[src/rtl/assert_macros.svh]
// ---------------------------------------------------------------------------
// Assertion macros
// Clocked assertion shorthands for the RTL that checks itself.
// ---------------------------------------------------------------------------
`ifndef ASSERT_MACROS_SVH
`define ASSERT_MACROS_SVH

// Check an expression at every clock edge outside reset.
`define ASSERT_ALWAYS(label, expr, msg) \
  label: assert property (@(posedge clk) disable iff (rst) (expr)) else $error(msg);

// Check that an antecedent implies a consequent in the same cycle.
`define ASSERT_IMPLIES(label, ante, cons, msg) \
  label: assert property (@(posedge clk) disable iff (rst) (ante) |-> (cons)) else $error(msg);

// Check that an antecedent implies a consequent in the next cycle.
`define ASSERT_NEXT(label, ante, cons, msg) \
  label: assert property (@(posedge clk) disable iff (rst) (ante) |=> (cons)) else $error(msg);

`endif

[src/rtl/cbez_pkg.sv]
// ---------------------------------------------------------------------------
// cbez_pkg
// Shared types and constants of the cubic Bezier point evaluator.
// ---------------------------------------------------------------------------
package cbez_pkg;

  // Operand chunk of the split multipliers.
  localparam int CHUNK_W = 32;

  // Configuration register index width and map.
  localparam int REG_IDX_W = 3;

  typedef enum logic [REG_IDX_W-1:0] {
    REG_START_X    = 3'd0,
    REG_START_Y    = 3'd1,
    REG_CTRL_ONE_X = 3'd2,
    REG_CTRL_ONE_Y = 3'd3,
    REG_CTRL_TWO_X = 3'd4,
    REG_CTRL_TWO_Y = 3'd5,
    REG_END_X      = 3'd6,
    REG_END_Y      = 3'd7
  } cbez_reg_e;

  // Load enables of the three stages inside one interpolation lane.
  typedef struct packed {
    logic diff_en;
    logic mul_en;
    logic sum_en;
  } cbez_lerp_en_t;

endpackage

[src/rtl/cbez_lerp.sv]
// ---------------------------------------------------------------------------
// cbez_lerp
// Exact fixed-point interpolation a*(1-t) + b*t, three register stages.
// ---------------------------------------------------------------------------
module cbez_lerp
  import cbez_pkg::*;
#(
  parameter int AW = 16,
  parameter int TF = 16
) (
  input  logic                    clk,
  input  cbez_lerp_en_t           en,
  input  logic signed [AW-1:0]    a,
  input  logic signed [AW-1:0]    b,
  input  logic        [TF:0]      t,
  output logic signed [AW+TF-1:0] y
);

  localparam int DW  = AW + 1;
  localparam int NCH = (DW + CHUNK_W - 1) / CHUNK_W;
  localparam int EW  = NCH * CHUNK_W;
  localparam int TW  = TF + 1;
  localparam int PW  = CHUNK_W + TW + 2;
  localparam int SW  = EW + TF + 2;
  localparam int OW  = AW + TF;

  logic signed [AW-1:0] a_d1;
  logic signed [AW-1:0] a_d2;
  logic signed [DW-1:0] diff;
  logic signed [EW-1:0] dext;
  logic signed [PW-1:0] prod [NCH];
  logic signed [SW-1:0] acc;

  // a*(1-t) + b*t == a*2^TF + (b-a)*t: one product per chunk of the difference
  always_ff @(posedge clk) begin
    if (en.diff_en) begin
      a_d1 <= a;
      diff <= DW'(b) - DW'(a);
    end
  end

  assign dext = EW'(diff);

  // Split the difference into chunks; only the top chunk carries the sign
  for (genvar j = 0; j < NCH; j++) begin : g_chunk
    if (j < NCH - 1) begin : g_low
      always_ff @(posedge clk) begin
        if (en.mul_en) begin
          prod[j] <= $signed({1'b0, dext[j*CHUNK_W +: CHUNK_W]}) * $signed({1'b0, t});
        end
      end
    end else begin : g_top
      always_ff @(posedge clk) begin
        if (en.mul_en) begin
          prod[j] <= $signed(dext[j*CHUNK_W +: CHUNK_W]) * $signed({1'b0, t});
        end
      end
    end
  end

  always_ff @(posedge clk) begin
    if (en.mul_en) begin
      a_d2 <= a_d1;
    end
  end

  always_comb begin
    acc = SW'(a_d2) <<< TF;
    for (int j = 0; j < NCH; j++) begin
      acc = acc + (SW'(prod[j]) <<< (j * CHUNK_W));
    end
  end

  always_ff @(posedge clk) begin
    if (en.sum_en) begin
      y <= OW'(acc);
    end
  end

endmodule

[config.mk]
export PLATFORM = sky130hd
export DESIGN_NAME = cbez_lerp
export DESIGN_NICKNAME = d
export VERILOG_FILES = /design/src/rtl/assert_macros.svh /design/src/rtl/cbez_pkg.sv /design/src/rtl/cbez_lerp.sv
export SDC_FILE = /design/constraint.sdc
export NUM_CORES = 1
export LEC_CHECK = 0
export BUFFER_PORTS_ARGS = -buffer_cell sky130_fd_sc_hd__buf_2
export CORE_ASPECT_RATIO = 0.7
export CORE_MARGIN = 2
export CORE_UTILIZATION = 69
export DETAILED_ROUTE_END_ITERATION = 12
export MAX_ROUTING_LAYER = met4
export PLACE_DENSITY = 0.89
export SLEW_MARGIN = 20
export SYNTH_ARGS = -nofsm -noshare
export SYNTH_HDL_FRONTEND = slang
export SYNTH_SLANG_ARGS = --single-unit
[constraint.sdc]
create_clock -name clk -period 14.77 [get_ports clk]
set_input_delay 0.7385 -clock clk [delete_from_list [all_inputs] [get_ports clk]]
set_output_delay 0.7385 -clock clk [all_outputs]
set_load 0.005 [all_outputs]
# Word level (Yosys, flattened, before mapping)
# Memories as Yosys holds them, arrays and structs flattened.
# Cells that the tools add are included.
word_totals:
  ff_bits: 81
  mem_bits_rw: 51
  inputBits: 53
  output_inout_bits: 32
  mem_count: 1
classes:
  add_sub_neg: 2
  multipliers: 1
  mux: 2
mem_list:
  columns: ["memory", "words", "word_bits", "read_ports", "rd_clocked_by_memory_dff", "wr", "line", "text"]
  rows:
  - ["prod", 1, 51, 1, 0, 1, "cbez_lerp.sv:31", "logic signed [PW-1:0] prod [NCH];"]
op_table:
  columns: ["op", "count"]
  rows:
  - ["multiplier 17 x 18 -> 35 bit", 1]
  - ["adder 32 bit", 1]
  - ["subtractor 16 x 16 -> 17 bit", 1]
  - ["2-to-1 mux 1 bit", 2]

# Depth between registers and ports, before layout
# Gate-level depths: netlist of run 1.
logic_depth:
  word_depth: 2
  depth_mapped: 23
  mapped_depth_nobuf: 21

# Least setup slack after synthesis of run 1
# Ideal clock, no wire load.
synth_timing:
  path_kind: "in2reg"
  start: "input port t[12]"
  end: "memory prod[0][29] (netlist bit) (data pin)"
  setup_ns: 0.265
  arrival_time_ns: 5.942
  required_time_ns: 14.505
  slack_ns: 8.562
  stages: 19
  path_cell_list: "clkbuf_1 > nand2_1 > fa_1 > fa_1 > fa_1 > inv_1 > fa_1 > fa_1 > inv_1 > fa_1 > inv_1 > ha_1 > nand3_1 > nor3_1 > a21oi_4 > o221ai_2 > a31oi_4 > and4bb_2 > or3_1"
synth_between:
  elab_chain_len: 1
synth_rtl:
  columns: ["item", "line", "text"]
  rows:
  - ["start, declared", "cbez_lerp.sv:15", "input logic [TF:0] t,"]
  - ["multiplier 17 x 18 -> 35 bit", "cbez_lerp.sv:55", "prod[j] <= $signed(dext[j*CHUNK_W +: CHUNK_W]) * $signed({1'b0, t});"]
  - ["end, declared", "cbez_lerp.sv:31", null]
# Every way passes these cells.

# Worst setup path in the final report of run 1
layout_timing:
  start: "register diff[4]"
  end: "memory prod[0][29] (netlist bit) (data pin)"
layout_between:
  elab_chain_len: 1
layout_rtl:
  columns: ["item", "line", "text"]
  rows:
  - ["start, declared", "cbez_lerp.sv:29", "logic signed [DW-1:0] diff;"]
  - ["start signal, assigned", "cbez_lerp.sv:38", "diff <= DW'(b) - DW'(a);"]
  - ["multiplier 17 x 18 -> 35 bit", "cbez_lerp.sv:55", null]
# Every way passes these cells.

==> out/summary.md, run 1 <==
The worst path required time is 14.97 ns. Counting every net in the synthesized netlist gives 1852. TritonCTS built the clock tree. Of the available clock period, the critical path in the final layout requires 45.9%.

The critical path is of the reg -> reg type. The logs give 0 for the post-cts hold buffer count and 1432 for the gate count after technology mapping. Setup repair after global routing left no endpoint under its margin. The synthesized area per cell is 10.1 µm², and the number of I/O pins is 85. Detailed placement finished with a half-perimeter wire length of 25400 µm. Measured along the y axis, the die boundary spans 125 µm. The first detailed-routing pass ran for 5 iterations.

The share of Yosys cell area claimed by the top area cell type was 31.2%; the worst-margin pin slew was 0.910 ns. Once the clock tree was built, the resizer swapped 0 gates to a different size. For the layout net count, the log shows 1926. Adding up every negative setup slack in the final design gives 0 ns. The tightest min-delay check is of the reg -> reg type. Summing over every cut layer, the via total after detailed routing is 10600. The flow ran to the end, and the final reports show no timing, DRC or antenna violations. The post-route netlist has 8.48% of its cells at a drive strength greater than 1. From left edge to right edge, the die measures 177 µm. The die covers 22200 µm². The worst setup path is launched from a flop. The average vias per placed instance is 5.91. The worst hold path terminates at a_d2[13]$_DFFE_PP_.

Final-report max-slew violation count: 0. Sorting the synthesized cells by area gives the leading types as fa_1 (31%), edfxtp_1 (23%), ha_1 (12%). For the TritonCTS buffer count, the log shows 25.

The biggest area contributor in the post-synthesis netlist is fa_1. The proportion of synthesized flip-flops having asynchronous set or reset was 0%; the number of enable-type register cells in the synthesized netlist was 113. The congestion estimate from routability-driven global placement came to 0.944. The final antenna-violating net count was 0. The total count of hold-check failures in the final report came out at 0. The startpoint identified for the worst hold timing path is a_d1[13]$_DFFE_PP_. Synthesis inferred 113 register bits. Across every metal layer, demand over resource in global routing totals 33.7%. The wire length of the first global-routing pass was 55700 µm. The setup slack of the most critical reg-to-reg path came out at 7.98 ns. The run gives 11200 as the via count of the first global-routing pass.

Endpoint arrival time on the critical path: 6.98 ns. Counting the fill cells in the layout gives 1264. The count of standard-cell rows was 44; the clock slew at the register clock pins of the worst setup and hold paths was 0.05 ns.

By count the netlist is led by inv_1 (305), fa_1 (226), nand2_1 (150). For the worst-case headroom to the max-slew limit, the log shows 39.4%. The run gives 0 as the DRC violations left. At the later pin of the worst-skew pair, clock insertion delay measures 0.46 ns.

Clock tree synthesis found a total of 113 sinks. Counting instances, the worst hold path has a depth of 0. In this run the worst path has a maximum fanout of 17. Total detailed-routing wirelength: 34000 µm. The area growth from synthesis to layout is 8.81%.

The number of cells on the worst reg-to-reg path is 18. The tree is rooted in a clkbuf_16. Once the floorplan was initialized, standard cells occupied 70.2% of the core.

The per-cell routed wire length was 19.0 µm. Once the clock tree was built, the setup fixing pass inserted 0 buffers. For this run, the number of Yosys warnings is 0. Entering global routing, the biggest net connects 49 pins. After global routing the overflow that remains totals 0. The H-tree generated during clock tree synthesis spans 4 levels. The most instantiated flip-flop cell in the synthesis netlist is edfxtp_1. The run gives 0 as the number of diodes. Subtracting the final worst setup slack from the clock period gives 6.79 ns. The tools report the max-capacitance violation count as 0.

The run gives 0 as the initial antenna violation count. The synthesized netlist occupies a cell area of 14500 µm². The run gives 0 as the setup-violating endpoint count in the final report.

In the post-synthesis netlist, the cell with the most instances is inv_1. The worst register-to-register path begins at diff[4]$_DFFE_PP_. The DRC violation total after the first TritonRoute iteration was 869; the highest achievable clock rate was 147 MHz.

The synthesized netlist contains 63 unique library cells. Summing the sequential cell areas from Yosys gives 23.4% of the chip area. The worst setup path is captured at a flop. For the final database, setup skew stands at 0.0123 ns.

The maximum clock path buffer count was 3. The endpoint identified for the worst register-to-register timing path is prod[0][29]$_DFFE_PP_. Quantity of I/O buffers inserted on ports: 84. For the area of the core, the log shows 20600 µm².
==> logic make-up after synthesis <==
| logic type | count (synthesis) | synth area share, % |
|---|---|---|
| flip-flops | 113 | 23.4 |
| XOR/XNOR | 45 | 2.72 |
| AO/OA/AOI/OAI | 140 | 6.79 |
| adder cells (fa/ha/maj) | 367 | 43.4 |
| multiplexers | 2 | 0.138 |
| AND/OR/NAND/NOR | 419 | 14.5 |
| buffers and inverters | 346 | 9.04 |
==> metrics by stage <==
stage / setup WS (ns) / instances / hold slack (ns) / instance area, µm² / util [%]
6_report: 7.98 / 1786 / 0.417 / 15800 / 76.4
4_1_cts: 8.09 / 1786 / 0.417 / 15800 / 76.4
3_5_place_dp: 7.96 / 1755 / 0.406 / 15100 / 73.3
3_3_place_gp: 8.20 / 1755 / 0.401 / 15100 / 73.3
2_1_floorplan: 8.56 / 1432 / 0.400 / 14500 / -
5_1_grt: 7.79 / 1786 / 0.425 / 15800 / 76.4
==> worst max-delay path: stages, from the launching register on <==
cell      delay (ns)
edfxtp_1        0.93
nand2_1         0.20
fa_1            0.51
fa_1            0.52
fa_1            0.51
inv_1           0.06
fa_1            0.51
fa_1            0.50
inv_1           0.05
fa_1            0.47
inv_1           0.04
ha_1            0.39
nand3_1         0.21
nor3_1          0.42
a21oi_4         0.16
o221ai_2        0.31
a31oi_4         0.14
and4bb_2        0.24
or3_1           0.34
==> cell type report <==
cell class                 instances  area [µm²]  share of cell area [%]
tap                              276         345                    2.19
inverter                         306        1150                    7.28
clock inverter                     5        21.3                   0.135
multi-input combinational        973        9790                    62.1
timing repair buffer              87         443                    2.81
clock buffer                      26         629                    3.99
sequential                       113        3390                    21.5
==> layout by cell type (no fill, tap or decap), types with 25 or more instances in the layout <==
cell type	instances
and2_1	147
fa_1	226
edfxtp_1	113
xnor2_1	35
clkbuf_16	25
a21oi_1	42
nor2_1	56
nand2_1	150
inv_1	305
buf_2	84
ha_1	141
==> flip-flops by register name, summed over array words and instances, names as in the netlist <==
name	flops
prod	32
y	32
diff	17
a_d1	16
a_d2	16
==> layer usage <==
layer / global-route usage (%) / share of wire [%] / vias up
met1: 42.1 / 38 / 5213
met3: 7.57 / 8.9 / 121
met2: 54.1 / 50 / 551
li1: - / - / 4666
met5: - / 0 / -
met4: 12.5 / 3.8 / 0
==> worst max-delay path by stage <==
stage                                 start                    end  slack [ns]  depth (start not counted)
final                     diff[4]$_DFFE_PP_  prod[0][29]$_DFFE_PP_        7.98                         18
after global routing      diff[4]$_DFFE_PP_  prod[0][29]$_DFFE_PP_        7.79                         18
after CTS                 diff[4]$_DFFE_PP_  prod[0][29]$_DFFE_PP_        8.09                         18
after detailed placement              t[12]  prod[0][29]$_DFFE_PP_        7.96                         19
after global placement                t[12]  prod[0][29]$_DFFE_PP_        8.20                         19
after floorplan                       t[12]  prod[0][29]$_DFFE_PP_        8.56                         19
Power of run 1 is left out: the tool's default activity adds up to more than one toggle a clock period on the data nets, which glitch-free logic cannot reach.
==> inputs of run 2 (changes only) <==
--- a/config.mk
+++ b/config.mk
@@ -8,10 +8,10 @@
 export BUFFER_PORTS_ARGS = -buffer_cell sky130_fd_sc_hd__buf_2
 export CORE_ASPECT_RATIO = 0.7
 export CORE_MARGIN = 2
-export CORE_UTILIZATION = 69
+export CORE_UTILIZATION = 64
 export DETAILED_ROUTE_END_ITERATION = 12
 export MAX_ROUTING_LAYER = met4
-export PLACE_DENSITY = 0.89
+export PLACE_DENSITY = 0.83
 export SLEW_MARGIN = 20
 export SYNTH_ARGS = -nofsm -noshare
 export SYNTH_HDL_FRONTEND = slang
==> constraint.sdc (replaced) <==
create_clock -name clk -period 6.5 [get_ports clk]
set_input_delay 0.325 -clock clk [delete_from_list [all_inputs] [get_ports clk]]
set_output_delay 0.325 -clock clk [all_outputs]
set_load 0.005 [all_outputs]
==> run 2 against run 1 <==
- worst hold slack got worse by 0.32 ns
- count of clock-buffer cells in the layout fell by 6
- maximum frequency rose by 7.3%
==> out/summary.md, run 2 (synthesis results as in run 1) <==
For the via total after detailed routing, the log shows 10500. STA classifies the critical path startpoint as a flop. 85 I/O pins were placed.

Once the floorplan was initialized, standard cells occupied 64.6% of the core. The H-tree generated during clock tree synthesis spans 4 levels. The DRC violations left came out at 0.

In this run the deepest clock path goes through 2 buffers. The run gives 0 as the setup-violating endpoint count in the final report. In this run the critical register-to-register path is captured at prod[0][29]$_DFFE_PP_. The finished cells cover 16000 µm². The area growth from synthesis to layout is 10.2%.

The number of antenna diodes in the final layout is 0. TritonCTS built the clock tree. In the final layout, the registers with the most flip-flops are prod x32, y x32, diff x17.

The tools report the routability congestion estimate from global placement as 0.960. The per-cell routed wire length is 18.1 µm. The clock period could shrink to 6.32 ns. Of the available clock period, the critical path in the final layout requires 97.3%. Entering global routing, the biggest net connects 49 pins.

The TritonCTS buffer count is 17, and the final antenna-violating net count is 0. The most repeated library cell on the critical path was fa_1. Stage delay of the slowest cell on the critical path: 0.73 ns. The worst path required time is 6.65 ns, and the vertical die dimension is 130 µm. In this run the horizontal extent of the chip is 184 µm.

The tools report the via count of the first global-routing pass as 11000. The total count of hold-check failures in the final report was 0; the worst-margin pin slew was 1.00 ns. In this run the most critical hold path is launched from a[13]. The flow ran to the end, and the final reports show no timing, DRC or antenna violations.

The tools report the initial antenna violation count as 0. The HPWL after detailed placement is 26000 µm. The worst clock skew was 0.0128 ns. Row generation in the floorplan step produced 46 rows. The library cell used most frequently in the layout, excluding fill and tap cells, is inv_1. The final-report max-slew violation count is 0. The DRC violation total after the first TritonRoute iteration is 725.

The average vias per placed instance was 5.74; the clock latency reported for the late side of the worst-skew pair was 0.42 ns. Across the run, the number of max-cap violations was 0. After clock tree synthesis, the clock-pin slew on the worst setup and hold paths is 0.05 ns. Leaving out fill and tap cells, the most frequent cells in the layout are inv_1 (305), fa_1 (226), nand2_1 (150), and2_1 (147), ha_1 (141). The min-delay analysis places its worst path in the category in -> reg. In this design, the largest share of critical-path delay is due to adder cells. Based on the critical path, the design can be clocked at up to 158 MHz.

For this design, the slowest cell found on the critical path is edfxtp_1. The number of detailed-route iterations in the first pass is 5, and the worst reg-to-reg path cell count is 18. The signal on the critical path passes through nand2_1, fa_1, fa_1, inv_1, fa_1, fa_1, fa_1, inv_1, fa_1, inv_1, ha_1, nand2_1, nor2_1, nand3_1, o221ai_2, a31oi_4, and4bb_2, or3_1.

The maximum net fanout on the critical path came out at 16. Together, buffers and inverters on the worst path number 3. The area of the core was 22400 µm²; the cell count of the worst hold path was 1. The endpoint arrival time on the critical path is 6.48 ns, and the worst-case headroom to the max-slew limit is 31.3%. The die covers 23900 µm². After global routing the overflow that remains totals 0.

The tools report the kind of end point of the critical path as a flop. Global routing used 30.3% of the available tracks. After detailed placement, the total cell area comes to 15200 µm². The first global-routing pass estimated 54100 µm of wire. Hold repair after CTS inserted 0 buffers.

Wires add up to 33100 µm. The count of buffers added on input and output ports is 84. The final layout contains 1949 nets. The clock net sink count came out at 113. The path with the worst hold slack has its endpoint at a_d1[13]$_DFFE_PP_.

The CTS root buffer was clkbuf_16. The worst setup path is of the reg -> reg kind. The worst register-to-register path begins at diff[4]$_DFFE_PP_. In the final layout, the share of cells above drive strength 1 is 10.3%. Setup slack of the most critical reg-to-reg path: 0.18 ns.
## run 2: routing by layer
metal	GRT usage, %	up-vias	part of all wire, %
li1	-	4707	-
met1	38.7	5271	40
met2	51.5	459	50
met3	4.27	67	6.8
met4	8.09	0	2.3
met5	-	-	0
## run 2: worst max-delay path by stage
stage / startpoint / endpoint / depth (start not counted)
after floorplan: diff[2]$_DFFE_PP_ / prod[0][29]$_DFFE_PP_ / 19
after global placement: diff[2]$_DFFE_PP_ / prod[0][29]$_DFFE_PP_ / 18
after detailed placement: diff[2]$_DFFE_PP_ / prod[0][29]$_DFFE_PP_ / 18
after CTS: diff[2]$_DFFE_PP_ / prod[0][29]$_DFFE_PP_ / 18
after global routing: diff[5]$_DFFE_PP_ / prod[0][29]$_DFFE_PP_ / 19
final: diff[4]$_DFFE_PP_ / prod[0][29]$_DFFE_PP_ / 18
## run 2: cell type report
cell class | instances | area (µm²)
Timing Repair Buffer | 118 | 701
Sequential cell | 113 | 3390
Fill cell | 1612 | 6460
Clock buffer | 20 | 437
Clock inverter | 12 | 141
Tap cell | 288 | 360
Inverter | 306 | 1150
Multi-Input combinational cell | 973 | 9800
## run 2: what timing repair did
item                                    in CTS  in global routing
endpoints found under the hold margin        0                  0
endpoints found under the setup margin       0                  4
setup buffers                                0                 17
gates resized for setup                      0                  2
## run 2: through the flow
stage          setup WS (ns)  hold slack (ns)  instances  util [%]   TNS, ns
5_1_grt             -0.00364           0.0948       1830      71.2  -0.00364
6_report               0.177            0.101       1830      71.2         0
3_3_place_gp           0.286            0.401       1781      67.9         0
4_1_cts               0.0627           0.0926       1813      70.5         0
3_5_place_dp          0.0652            0.405       1781      67.9         0
2_1_floorplan          0.615            0.400       1432         -         0
Power of run 2 is left out for the same reason.
